$ cat config.mk
export PLATFORM = sky130hd
export DESIGN_NAME = simon_block_cipher_flat
export DESIGN_NICKNAME = d
export VERILOG_FILES = /design/src/scb_pkg.sv /design/src/scb_if.sv /design/src/scb_dpath.sv /design/src/scb_ctrl.sv /design/src/simon_block_cipher.sv /design/src/flat_wrapper.sv
export SDC_FILE = /design/constraint.sdc
export NUM_CORES = 2
export LEC_CHECK = 0
export ABC_AREA = 1
export BUFFER_PORTS_ARGS = -buffer_cell sky130_fd_sc_hd__buf_2
export CAP_MARGIN = 20
export CORE_MARGIN = 2
export CORE_UTILIZATION = 40
export CTS_CLUSTER_DIAMETER = 150
export DETAILED_ROUTE_END_ITERATION = 16
export PLACE_DENSITY = 0.64
export SETUP_SLACK_MARGIN = 0.02
export SKIP_CTS_REPAIR_TIMING = 1
export SLEW_MARGIN = 15
export SYNTH_ARGS = -nofsm -noshare
export SYNTH_HDL_FRONTEND = slang
export SYNTH_HIERARCHICAL = 1
export SYNTH_SLANG_ARGS = --single-unit
$ cat constraint.sdc
create_clock -name clock -period 10.5 [get_ports clock]
set_input_delay 3.15 -clock clock [delete_from_list [all_inputs] [get_ports clock]]
set_output_delay 3.15 -clock clock [all_outputs]
set_load 0.1 [all_outputs]
$ cat src/scb_pkg.sv
// ----------------------------------------------------------------------------
// scb_pkg
// Shared types and constants for the SIMON block cipher: request codes,
// status codes, controller command bundle and the round-constant sequences.
// ----------------------------------------------------------------------------
package scb_pkg;

   // width of every data word on the channels
   localparam int IO_BITS = 32;

   // length of one round-constant sequence
   localparam int SEQ_LEN = 62;

   // request command codes
   typedef enum logic [1:0] {
      OP_KEY  = 2'd0,
      OP_ENC  = 2'd1,
      OP_DEC  = 2'd2,
      OP_NONE = 2'd3
   } op_type;

   // response status codes
   typedef enum logic [1:0] {
      ST_DATA  = 2'd0,
      ST_KEY   = 2'd1,
      ST_NOKEY = 2'd2
   } status_type;

   // commands from the controller to the datapath
   typedef struct packed {
      logic       load_key;    // take key words into the expansion window
      logic       load_blk;    // take data blocks into the round lanes
      logic       key_step;    // write one round key, advance the window
      logic       round_step;  // run one round on both lanes
      logic       out_load;    // capture the response payload
      logic       decrypt;     // current item is a decryption
      status_type kind;        // status of the response being captured
   } ctl_cmd_type;

   // round-constant sequences z0..z4, index 0 is used first
   localparam logic [0:SEQ_LEN-1] Z_SEQ [5] = '{
      62'b11111010001001010110000111001101111101000100101011000011100110,
      62'b10001110111110010011000010110101000111011111001001100001011010,
      62'b10101111011100000011010010011000101000010001111110010110110011,
      62'b11011011101011000110010111100000010010001010011100110100001111,
      62'b11010001111001101011011000100000010111000011001010010011101111
   };

endpackage

$ cat src/scb_if.sv
// ----------------------------------------------------------------------------
// scb_req_if / scb_rsp_if
// Valid/ready channels carrying cipher requests and responses.
// ----------------------------------------------------------------------------
interface scb_req_if;
   logic        valid;
   logic        ready;
   logic [1:0]  cmd;
   logic [31:0] word0;
   logic [31:0] word1;
   logic [31:0] word2;
   logic [31:0] word3;
   logic        two_blocks;

   modport source (output valid, output cmd, output word0, output word1,
                   output word2, output word3, output two_blocks, input ready);
   modport sink   (input valid, input cmd, input word0, input word1,
                   input word2, input word3, input two_blocks, output ready);
endinterface

interface scb_rsp_if;
   logic        valid;
   logic        ready;
   logic [31:0] out0;
   logic [31:0] out1;
   logic [31:0] out2;
   logic [31:0] out3;
   logic [1:0]  status;

   modport source (output valid, output out0, output out1, output out2,
                   output out3, output status, input ready);
   modport sink   (input valid, input out0, input out1, input out2,
                   input out3, input status, output ready);
endinterface

$ cat src/scb_dpath.sv
// ----------------------------------------------------------------------------
// scb_dpath
// Cipher datapath: key expansion window, round-key memory, two round lanes
// sharing one key per cycle, and the response register.
// ----------------------------------------------------------------------------
module scb_dpath #(
   parameter int WORD_BITS       = 32,
   parameter int KEY_WORDS       = 4,
   parameter int ROUNDS          = 44,
   parameter int SEQUENCE_SELECT = 3,
   localparam int AddrBits       = $clog2(ROUNDS)
) (
   input  logic                        clock,
   input  scb_pkg::ctl_cmd_type        cmd,
   input  logic [AddrBits-1:0]         mem_addr,
   input  logic [scb_pkg::IO_BITS-1:0] req_word0,
   input  logic [scb_pkg::IO_BITS-1:0] req_word1,
   input  logic [scb_pkg::IO_BITS-1:0] req_word2,
   input  logic [scb_pkg::IO_BITS-1:0] req_word3,
   input  logic                        req_two_blocks,
   output logic [scb_pkg::IO_BITS-1:0] rsp_out0,
   output logic [scb_pkg::IO_BITS-1:0] rsp_out1,
   output logic [scb_pkg::IO_BITS-1:0] rsp_out2,
   output logic [scb_pkg::IO_BITS-1:0] rsp_out3,
   output logic [1:0]                  rsp_status
);

   localparam int ZSel     = SEQUENCE_SELECT % 5;
   localparam int ZIdxBits = $clog2(scb_pkg::SEQ_LEN);

   typedef logic [WORD_BITS-1:0]        word_type;
   typedef logic [scb_pkg::IO_BITS-1:0] io_word_type;

   function automatic word_type rotl(input word_type v, input int r);
      rotl = (v << r) | (v >> (WORD_BITS - r));
   endfunction

   function automatic word_type rotr(input word_type v, input int r);
      rotr = (v >> r) | (v << (WORD_BITS - r));
   endfunction

   function automatic word_type mix(input word_type v);
      mix = (rotl(v, 1) & rotl(v, 8)) ^ rotl(v, 2);
   endfunction

   function automatic io_word_type to_io(input word_type w);
      to_io = scb_pkg::IO_BITS'(w);
   endfunction

   word_type            kw_ff [KEY_WORDS];
   word_type            kw_in [KEY_WORDS];
   word_type            kin   [4];
   word_type            new_key;
   logic [ZIdxBits-1:0] zidx_ff;
   logic [ZIdxBits-1:0] zidx_in;

   word_type            rk_mem [ROUNDS];
   word_type            key_ff;

   word_type            x0_ff, y0_ff, x1_ff, y1_ff;
   word_type            x0_in, y0_in, x1_in, y1_in;
   logic                two_ff, two_in;

   io_word_type         out0_ff, out1_ff, out2_ff, out3_ff;
   io_word_type         out0_in, out1_in, out2_in, out3_in;
   scb_pkg::status_type status_ff, status_in;

   // key words in schedule order, k0 comes from word3
   assign kin[0] = WORD_BITS'(req_word3);
   assign kin[1] = WORD_BITS'(req_word2);
   assign kin[2] = WORD_BITS'(req_word1);
   assign kin[3] = WORD_BITS'(req_word0);

   // next round key from the window of the last KEY_WORDS keys
   always_comb begin
      word_type t;
      t = rotr(kw_ff[KEY_WORDS-1], 3);
      if (KEY_WORDS == 4) begin
         t = t ^ kw_ff[1];
      end
      t = t ^ rotr(t, 1);
      t = t ^ ~kw_ff[0];
      t = t ^ WORD_BITS'(scb_pkg::Z_SEQ[ZSel][zidx_ff]);
      t = t ^ WORD_BITS'(3);
      new_key = t;
   end

   // expansion window and sequence index
   always_comb begin
      kw_in   = kw_ff;
      zidx_in = zidx_ff;
      if (cmd.load_key) begin
         for (int j = 0; j < KEY_WORDS; j++) begin
            kw_in[j] = kin[j];
         end
         zidx_in = '0;
      end else if (cmd.key_step) begin
         for (int j = 0; j < KEY_WORDS - 1; j++) begin
            kw_in[j] = kw_ff[j+1];
         end
         kw_in[KEY_WORDS-1] = new_key;
         zidx_in = (zidx_ff == ZIdxBits'(scb_pkg::SEQ_LEN - 1)) ? '0 : zidx_ff + 1'b1;
      end
   end

   always_ff @(posedge clock) begin
      kw_ff   <= kw_in;
      zidx_ff <= zidx_in;
   end

   // round-key memory, oldest window entry is the key for this address
   always_ff @(posedge clock) begin
      if (cmd.key_step) begin
         rk_mem[mem_addr] <= kw_ff[0];
      end
      key_ff <= rk_mem[mem_addr];
   end

   // two round lanes sharing the round key
   always_comb begin
      x0_in  = x0_ff;
      y0_in  = y0_ff;
      x1_in  = x1_ff;
      y1_in  = y1_ff;
      two_in = two_ff;
      if (cmd.load_blk) begin
         x0_in  = cmd.decrypt ? WORD_BITS'(req_word1) : WORD_BITS'(req_word0);
         y0_in  = cmd.decrypt ? WORD_BITS'(req_word0) : WORD_BITS'(req_word1);
         x1_in  = cmd.decrypt ? WORD_BITS'(req_word3) : WORD_BITS'(req_word2);
         y1_in  = cmd.decrypt ? WORD_BITS'(req_word2) : WORD_BITS'(req_word3);
         two_in = req_two_blocks;
      end else if (cmd.round_step) begin
         x0_in = y0_ff ^ mix(x0_ff) ^ key_ff;
         y0_in = x0_ff;
         x1_in = y1_ff ^ mix(x1_ff) ^ key_ff;
         y1_in = x1_ff;
      end
   end

   always_ff @(posedge clock) begin
      x0_ff  <= x0_in;
      y0_ff  <= y0_in;
      x1_ff  <= x1_in;
      y1_ff  <= y1_in;
      two_ff <= two_in;
   end

   // response payload, halves swapped back after decryption
   always_comb begin
      out0_in   = out0_ff;
      out1_in   = out1_ff;
      out2_in   = out2_ff;
      out3_in   = out3_ff;
      status_in = status_ff;
      if (cmd.out_load) begin
         status_in = cmd.kind;
         out0_in   = '0;
         out1_in   = '0;
         out2_in   = '0;
         out3_in   = '0;
         if (cmd.kind == scb_pkg::ST_DATA) begin
            out0_in = cmd.decrypt ? to_io(y0_ff) : to_io(x0_ff);
            out1_in = cmd.decrypt ? to_io(x0_ff) : to_io(y0_ff);
            if (two_ff) begin
               out2_in = cmd.decrypt ? to_io(y1_ff) : to_io(x1_ff);
               out3_in = cmd.decrypt ? to_io(x1_ff) : to_io(y1_ff);
            end
         end
      end
   end

   always_ff @(posedge clock) begin
      out0_ff   <= out0_in;
      out1_ff   <= out1_in;
      out2_ff   <= out2_in;
      out3_ff   <= out3_in;
      status_ff <= status_in;
   end

   assign rsp_out0   = out0_ff;
   assign rsp_out1   = out1_ff;
   assign rsp_out2   = out2_ff;
   assign rsp_out3   = out3_ff;
   assign rsp_status = 2'(status_ff);

endmodule

$ cat src/scb_ctrl.sv
// ----------------------------------------------------------------------------
// scb_ctrl
// Cipher controller: sequences key expansion and rounds, addresses the
// round-key memory and runs the request and response handshakes.
// ----------------------------------------------------------------------------
module scb_ctrl #(
   parameter int ROUNDS     = 44,
   localparam int AddrBits  = $clog2(ROUNDS)
) (
   input  logic                 clock,
   input  logic                 reset,
   input  logic                 req_valid,
   input  logic [1:0]           req_cmd,
   output logic                 req_ready,
   input  logic                 rsp_ready,
   output logic                 rsp_valid,
   output scb_pkg::ctl_cmd_type cmd,
   output logic [AddrBits-1:0]  mem_addr
);

   typedef enum logic [4:0] {
      S_IDLE  = 5'b00001,
      S_KEY   = 5'b00010,
      S_FETCH = 5'b00100,
      S_ROUND = 5'b01000,
      S_DONE  = 5'b10000
   } state_type;

   state_type           state_ff, state_in;
   logic [AddrBits-1:0] cnt_ff, cnt_in;
   logic                dec_ff, dec_in;
   logic                key_ready_ff, key_ready_in;
   logic                rsp_valid_ff, rsp_valid_in;
   scb_pkg::status_type kind_ff, kind_in;

   logic                accept;
   logic                last;
   logic                out_load;
   logic [AddrBits:0]   ridx;
   logic [AddrBits-1:0] rd_idx;

   assign req_ready = (state_ff == S_IDLE);
   assign accept    = req_valid & req_ready;
   assign last      = (cnt_ff == AddrBits'(ROUNDS - 1));
   assign out_load  = (state_ff == S_DONE) & (~rsp_valid_ff | rsp_ready);

   // round-key index to prefetch, one round ahead of the lanes
   always_comb begin
      ridx = (state_ff == S_FETCH) ? '0 : {1'b0, cnt_ff} + 1'b1;
      if (ridx >= (AddrBits + 1)'(ROUNDS)) begin
         ridx = '0;
      end
      rd_idx = ridx[AddrBits-1:0];
   end

   // key expansion writes in order, crypt reads forward or backward
   always_comb begin
      if (state_ff == S_KEY) begin
         mem_addr = cnt_ff;
      end else if (dec_ff) begin
         mem_addr = AddrBits'(ROUNDS - 1) - rd_idx;
      end else begin
         mem_addr = rd_idx;
      end
   end

   // next state and counters
   always_comb begin
      state_in     = state_ff;
      cnt_in       = cnt_ff;
      dec_in       = dec_ff;
      key_ready_in = key_ready_ff;
      kind_in      = kind_ff;
      unique case (state_ff)
         S_IDLE: begin
            if (accept) begin
               cnt_in = '0;
               unique case (scb_pkg::op_type'(req_cmd))
                  scb_pkg::OP_KEY: begin
                     state_in = S_KEY;
                  end
                  scb_pkg::OP_ENC, scb_pkg::OP_DEC: begin
                     dec_in = (scb_pkg::op_type'(req_cmd) == scb_pkg::OP_DEC);
                     if (key_ready_ff) begin
                        state_in = S_FETCH;
                     end else begin
                        kind_in  = scb_pkg::ST_NOKEY;
                        state_in = S_DONE;
                     end
                  end
                  scb_pkg::OP_NONE: begin
                     state_in = S_IDLE;
                  end
               endcase
            end
         end
         S_KEY: begin
            cnt_in = cnt_ff + 1'b1;
            if (last) begin
               key_ready_in = 1'b1;
               kind_in      = scb_pkg::ST_KEY;
               state_in     = S_DONE;
            end
         end
         S_FETCH: begin
            state_in = S_ROUND;
         end
         S_ROUND: begin
            cnt_in = cnt_ff + 1'b1;
            if (last) begin
               kind_in  = scb_pkg::ST_DATA;
               state_in = S_DONE;
            end
         end
         S_DONE: begin
            if (out_load) begin
               state_in = S_IDLE;
            end
         end
         default: begin
            state_in = S_IDLE;
         end
      endcase
   end

   // response valid holds until taken
   always_comb begin
      if (out_load) begin
         rsp_valid_in = 1'b1;
      end else if (rsp_ready) begin
         rsp_valid_in = 1'b0;
      end else begin
         rsp_valid_in = rsp_valid_ff;
      end
   end

   always_ff @(posedge clock) begin
      if (reset) begin
         state_ff     <= S_IDLE;
         cnt_ff       <= '0;
         dec_ff       <= 1'b0;
         key_ready_ff <= 1'b0;
         rsp_valid_ff <= 1'b0;
         kind_ff      <= scb_pkg::ST_DATA;
      end else begin
         state_ff     <= state_in;
         cnt_ff       <= cnt_in;
         dec_ff       <= dec_in;
         key_ready_ff <= key_ready_in;
         rsp_valid_ff <= rsp_valid_in;
         kind_ff      <= kind_in;
      end
   end

   // datapath commands
   always_comb begin
      cmd.load_key   = accept & (scb_pkg::op_type'(req_cmd) == scb_pkg::OP_KEY);
      cmd.load_blk   = accept & key_ready_ff &
                       ((scb_pkg::op_type'(req_cmd) == scb_pkg::OP_ENC) ||
                        (scb_pkg::op_type'(req_cmd) == scb_pkg::OP_DEC));
      cmd.key_step   = (state_ff == S_KEY);
      cmd.round_step = (state_ff == S_ROUND);
      cmd.out_load   = out_load;
      cmd.decrypt    = (state_ff == S_IDLE) ?
                       (scb_pkg::op_type'(req_cmd) == scb_pkg::OP_DEC) : dec_ff;
      cmd.kind       = kind_ff;
   end

   assign rsp_valid = rsp_valid_ff;

endmodule

$ cat src/simon_block_cipher.sv
// ----------------------------------------------------------------------------
// simon_block_cipher
// SIMON block cipher (64/128 by default) with a stored round-key schedule.
// ----------------------------------------------------------------------------
// One request at a time. A key-load request expands the key words into the
// round-key memory at one key per cycle and answers with status "key loaded".
// An encrypt or decrypt request takes one or two blocks through the two round
// lanes, one round per cycle with the key read one round ahead from the
// single-port round-key memory into a register, and answers as soon for two
// blocks as for one. Without a loaded key a data request answers zeros with
// status "refused". Command code 3 is taken and dropped. The response waits
// in an output register; the block takes no new request until its response
// is in that register and the previous one has been taken.
module simon_block_cipher #(
   parameter int WORD_BITS       = 32,
   parameter int KEY_WORDS       = 4,
   parameter int ROUNDS          = 44,
   parameter int SEQUENCE_SELECT = 3
) (
   input  logic   clock,
   input  logic   reset,
   scb_req_if.sink   req_ch,
   scb_rsp_if.source rsp_ch
);

   localparam int AddrBits = $clog2(ROUNDS);

   scb_pkg::ctl_cmd_type cmd;
   logic [AddrBits-1:0]  mem_addr;

   // sequencing and handshakes
   scb_ctrl #(
      .ROUNDS (ROUNDS)
   ) u_ctrl (
      .clock     (clock),
      .reset     (reset),
      .req_valid (req_ch.valid),
      .req_cmd   (req_ch.cmd),
      .req_ready (req_ch.ready),
      .rsp_ready (rsp_ch.ready),
      .rsp_valid (rsp_ch.valid),
      .cmd       (cmd),
      .mem_addr  (mem_addr)
   );

   // key schedule, round lanes and response register
   scb_dpath #(
      .WORD_BITS       (WORD_BITS),
      .KEY_WORDS       (KEY_WORDS),
      .ROUNDS          (ROUNDS),
      .SEQUENCE_SELECT (SEQUENCE_SELECT)
   ) u_dpath (
      .clock          (clock),
      .cmd            (cmd),
      .mem_addr       (mem_addr),
      .req_word0      (req_ch.word0),
      .req_word1      (req_ch.word1),
      .req_word2      (req_ch.word2),
      .req_word3      (req_ch.word3),
      .req_two_blocks (req_ch.two_blocks),
      .rsp_out0       (rsp_ch.out0),
      .rsp_out1       (rsp_ch.out1),
      .rsp_out2       (rsp_ch.out2),
      .rsp_out3       (rsp_ch.out3),
      .rsp_status     (rsp_ch.status)
   );

endmodule
$ cat src/flat_wrapper.sv
// flat-port wrapper written by rule: the top's interface ports become plain ports
module simon_block_cipher_flat 
#(
   parameter int WORD_BITS       = 32,
   parameter int KEY_WORDS       = 4,
   parameter int ROUNDS          = 44,
   parameter int SEQUENCE_SELECT = 3
)
  (clock, reset, req_ch_valid, req_ch_cmd, req_ch_word0, req_ch_word1, req_ch_word2, req_ch_word3, req_ch_two_blocks, req_ch_ready, rsp_ch_valid, rsp_ch_out0, rsp_ch_out1, rsp_ch_out2, rsp_ch_out3, rsp_ch_status, rsp_ch_ready);
  scb_req_if req_ch_i ();
  scb_rsp_if rsp_ch_i ();
  input  logic clock;
  input  logic reset;
  input wire logic [$bits(req_ch_i.valid)-1:0] req_ch_valid;
  input wire logic [$bits(req_ch_i.cmd)-1:0] req_ch_cmd;
  input wire logic [$bits(req_ch_i.word0)-1:0] req_ch_word0;
  input wire logic [$bits(req_ch_i.word1)-1:0] req_ch_word1;
  input wire logic [$bits(req_ch_i.word2)-1:0] req_ch_word2;
  input wire logic [$bits(req_ch_i.word3)-1:0] req_ch_word3;
  input wire logic [$bits(req_ch_i.two_blocks)-1:0] req_ch_two_blocks;
  output wire logic [$bits(req_ch_i.ready)-1:0] req_ch_ready;
  output wire logic [$bits(rsp_ch_i.valid)-1:0] rsp_ch_valid;
  output wire logic [$bits(rsp_ch_i.out0)-1:0] rsp_ch_out0;
  output wire logic [$bits(rsp_ch_i.out1)-1:0] rsp_ch_out1;
  output wire logic [$bits(rsp_ch_i.out2)-1:0] rsp_ch_out2;
  output wire logic [$bits(rsp_ch_i.out3)-1:0] rsp_ch_out3;
  output wire logic [$bits(rsp_ch_i.status)-1:0] rsp_ch_status;
  input wire logic [$bits(rsp_ch_i.ready)-1:0] rsp_ch_ready;
  assign req_ch_i.valid = req_ch_valid;
  assign req_ch_i.cmd = req_ch_cmd;
  assign req_ch_i.word0 = req_ch_word0;
  assign req_ch_i.word1 = req_ch_word1;
  assign req_ch_i.word2 = req_ch_word2;
  assign req_ch_i.word3 = req_ch_word3;
  assign req_ch_i.two_blocks = req_ch_two_blocks;
  assign req_ch_ready = req_ch_i.ready;
  assign rsp_ch_valid = rsp_ch_i.valid;
  assign rsp_ch_out0 = rsp_ch_i.out0;
  assign rsp_ch_out1 = rsp_ch_i.out1;
  assign rsp_ch_out2 = rsp_ch_i.out2;
  assign rsp_ch_out3 = rsp_ch_i.out3;
  assign rsp_ch_status = rsp_ch_i.status;
  assign rsp_ch_i.ready = rsp_ch_ready;
  simon_block_cipher #(.WORD_BITS(WORD_BITS), .KEY_WORDS(KEY_WORDS), .ROUNDS(ROUNDS), .SEQUENCE_SELECT(SEQUENCE_SELECT)) u_core (.clock(clock), .reset(reset), .req_ch(req_ch_i), .rsp_ch(rsp_ch_i));
endmodule
==> metrics.md <==
| Metric | Value |
|---|---|
| R2R cell count | 23 |
| Multi-input logic area | between 20000 and 25000 um^2 |
| Slowest stage delay, CP | 800 ps |
| Most frequent CP cell | buf_4 |
| Drt initial violations | ~7900 |
| P&R area growth vs syn | 13.2% |
| Worst vdd ir | 153 uV |
| Comb pwr share | 0.110 |
| H-Tree Depth | 4 |
| Fmax | 0.167 GHz |
| CTS Sinks | roughly 1800 |
| TritonCTS clock tree | done |
| Antenna viol nets, final | 0 |
| Static leakage | 35.0 nW |
| Critical Path Start Type | input pin |
| Yosys warns | 6 |
| Slowest-stage cell, CP | nand2_4 |
| Full die area | slightly above 200000 um^2 |
| # DRC | 0 |
| Clock-pin slew on the worst setup and hold paths | roughly 60 ps |
| Netlist Area Pre-Place | 80200 um^2 |
| Post-layout nets | 8055 |
| Net Sw Frac | 0.262 |
| Fin. max-slew vios | 0 |
| Final setup vio count | 0 |
| Largest net degree at the start of global routing | roughly 240 |
| GPL Wtd Cong | 0.915 |
| List of most frequent post-synthesis cells | 3312 x nand2_1, 1795 x edfxtp_1, 554 x o21ai_0, 484 x nor2_1, 348 x a21oi_1 |
| Slew HR | 0.181 |
| Hold path cells | 2 |
| DR vias | 57000 |
| Post-Syn Nets | between 7000 and 8000 |
| Buf+Inv Stages, Crit Path | 7 |
| Global-route wire length before repair | ~360 mm |
| Initial Util | 0.402 |
| Initial antenna violation count | 13 |
| Main area contributors after synthesis | edfxtp_1 67%, nand2_1 16%, o21ai_0 3.5% |
| Post-synth ARST share | 0 |
| Yosys cell types | slightly above 40 |
| Chip height | 452 um |
| Type of the worst setup path | in -> reg |
| Post-DP HPWL | 145 mm |
| Period minus WS final | 5970 ps |
| Root Buffer | clkbuf_16 |
| Final period utilization | 0.569 |
| Crit path max-delay family | buffers and inverters |
| Number of core rows | 164 |
| Hold Violations, Final | 0 |
| Sequential area share after synthesis | 0.686 |
| Port Buffers | ~270 |
| Final wirelength | 247 mm |
| Setup crit start | req_ch_cmd[0] |
| Worst min path class | reg -> reg |
| Sequential Power Share | 0.490 |
| Reg2reg start | u_core/u_ctrl/cnt_ff[0] |
| Total CTS buffers | 193 |
| Latest clock arrival within the worst-skew pair | 860 ps |
| RSZ-0062 raised after global routing | no |
| Status | finished, final reports clean |
| Worst Setup End Kind | flop |
| Share of post-route cells with drive strength above 1 | 0.0977 |
| Core ar. | 199000 um^2 |
| Mapped Cells | 7707 |
| Most numerous cell in the Yosys netlist | nand2_1 |
| Top_reg_cell synth | edfxtp_1 |
| Int Power | 12.5 mW |
| Fin Setup TNS | 0 ps |
| Die Width | 452 um |
| Post-synth EDFFs | 1795 |
| Syn_area_per_cell | 10.4 um^2 |
| Clock buffer depth | 3 |
| Avg Vias per Cell | 5.31 |
| WP data required | approximately 11000 ps |
| Wirelength per Cell | approximately 23 um |
| Hold Crit Start | u_core/u_dpath/kw_ff[43] |
| Vias in the first global route | ~53000 |
| Actual slew at the worst max-slew pin | 1230 ps |
| FF/Latch Area | ~55000 um^2 |
| P per Cell Area | 187 nW/um^2 |
| Worst Path Arrival | ~6400 ps |
| Layout Skew | around 54 ps |
| Synth area leader | edfxtp_1 |
| Pre-CTS WS | 3720 ps |
| Switch Pwr | 4.44 mW |
| FF+latch count, synth | 1849 |
| Remaining Overflow, GRT | 0 |
| Max Cap Viol | 0 |
| Crit path max fanout | 104 |
| Ports | 267 |
| Drt first pass iters | 7 |
| CP Cell Sequence | buf_2 > inv_1 > ha_1 > inv_1 > nor2_4 > buf_4 > inv_2 > buf_4 > nand2_4 > buf_4 |
| Total Routing Usage GR | 0.235 |
| Final WS setup | 4530 ps |
| Fillcell total | 18200 |
| Clk pwr share | 0.400 |
| CP Depth | 10 |
| Synth top area share | 0.672 |
state kept, by name, summed over array words and instances, names as in the netlist, 6 cells and up:
name                     cells
u_core/u_dpath/y0_ff        32
u_core/u_dpath/x1_ff        32
u_core/u_ctrl/cnt_ff         6
u_core/u_dpath/x0_ff        32
u_core/u_dpath/rsp_out3     32
u_core/u_dpath/rsp_out1     32
u_core/u_dpath/zidx_ff       6
u_core/u_dpath/y1_ff        32
u_core/u_dpath/key_ff       32
u_core/u_dpath/rsp_out2     32
u_core/u_dpath/kw_ff       128
u_core/u_dpath/rk_mem     1408
u_core/u_dpath/rsp_out0     32
cell type report:
class | instances | area share
Clock buffer | 242 | 0.0560
Multi-Input combinational cell | 5157 | 0.250
Inverter | 311 | 0.0132
Tap cell | 2656 | 0.0366
Antenna cell | 3 | 0.0000827
Sequential cell | 1849 | 0.606
Clock inverter | 121 | 0.0129
Timing Repair Buffer | 396 | 0.0260
logic make-up after synthesis:
kind of cell | share of synthesized area
AND/OR/NAND/NOR | 0.192
flip-flops | 0.686
AO/OA/AOI/OAI | 0.0594
buffers and inverters | 0.0373
XOR/XNOR | 0.0241
adder cells (fa/ha/maj) | 0.00187
metal layers:
metal  global-route usage  part of all wire
met5                    0                 0
met4               0.0960             0.040
met3               0.0345             0.095
met2                0.377              0.46
met1                0.322              0.40
power groups by stage:
stage / Sequential (mW) / Combinational, mW / Clock (mW)
detailed placement: 8.46 / 1.83 / 0
global placement: 8.46 / 1.81 / 0
floorplan: 8.51 / 1.14 / 0
CTS: 8.31 / 1.84 / 6.85
finish: 8.31 / 1.87 / 6.78
global route: 8.31 / 2.04 / 7.14
worst register-to-register path: cells and delay by family, from the launching register on:
family        cells  cell delay, ps
flops             1             480
fa+ha+maj         1             280
simple gates     18            2170
xor+xnor          1             260
buf+inv           3            2430
final timing paths:
check	end	slack, ps
max	u_core/u_dpath/kw_ff[108]	4530
min	u_core/u_dpath/kw_ff[75]	520
max reg2reg	u_core/u_dpath/key_ff[9]	4870
min reg2reg	u_core/u_dpath/kw_ff[75]	520
per-stage QoR:
| stage | utilization | std cells | power (mW) | hold WS [ps] | cell area, um^2 |
|---|---|---|---|---|---|
| after floorplan | - | 7707 | 9.65 | 432 | 80200 |
| after detailed placement | 0.424 | 10400 | 10.3 | 503 | 84500 |
| after global routing | 0.455 | 10700 | 17.5 | 542 | 90800 |
| final | 0.455 | 10700 | 17.0 | 520 | 90800 |
| after global placement | 0.424 | 10400 | 10.3 | 494 | 84500 |
| after CTS | 0.455 | 10700 | 17.0 | 518 | 90800 |
placed cells by master, fill, tap and decap left out, types with 8 or more instances in the layout:
cell	count
nand2_1	3307
edfxtp_1	1795
o21ai_0	553
nor2_1	437
a21oi_1	348
inv_1	279
buf_2	266
clkbuf_16	193
nand3_1	130
buf_4	126
xor2_1	123
xnor2_1	98
dfxtp_1	54
nor2_4	50
clkinv_1	47
clkinv_2	47
clkbuf_1	42
o22ai_1	28
nand4_1	21
inv_2	17
bufinv_16	16
ha_1	12
nor3_1	8
Power figures use the tool's default switching activity.
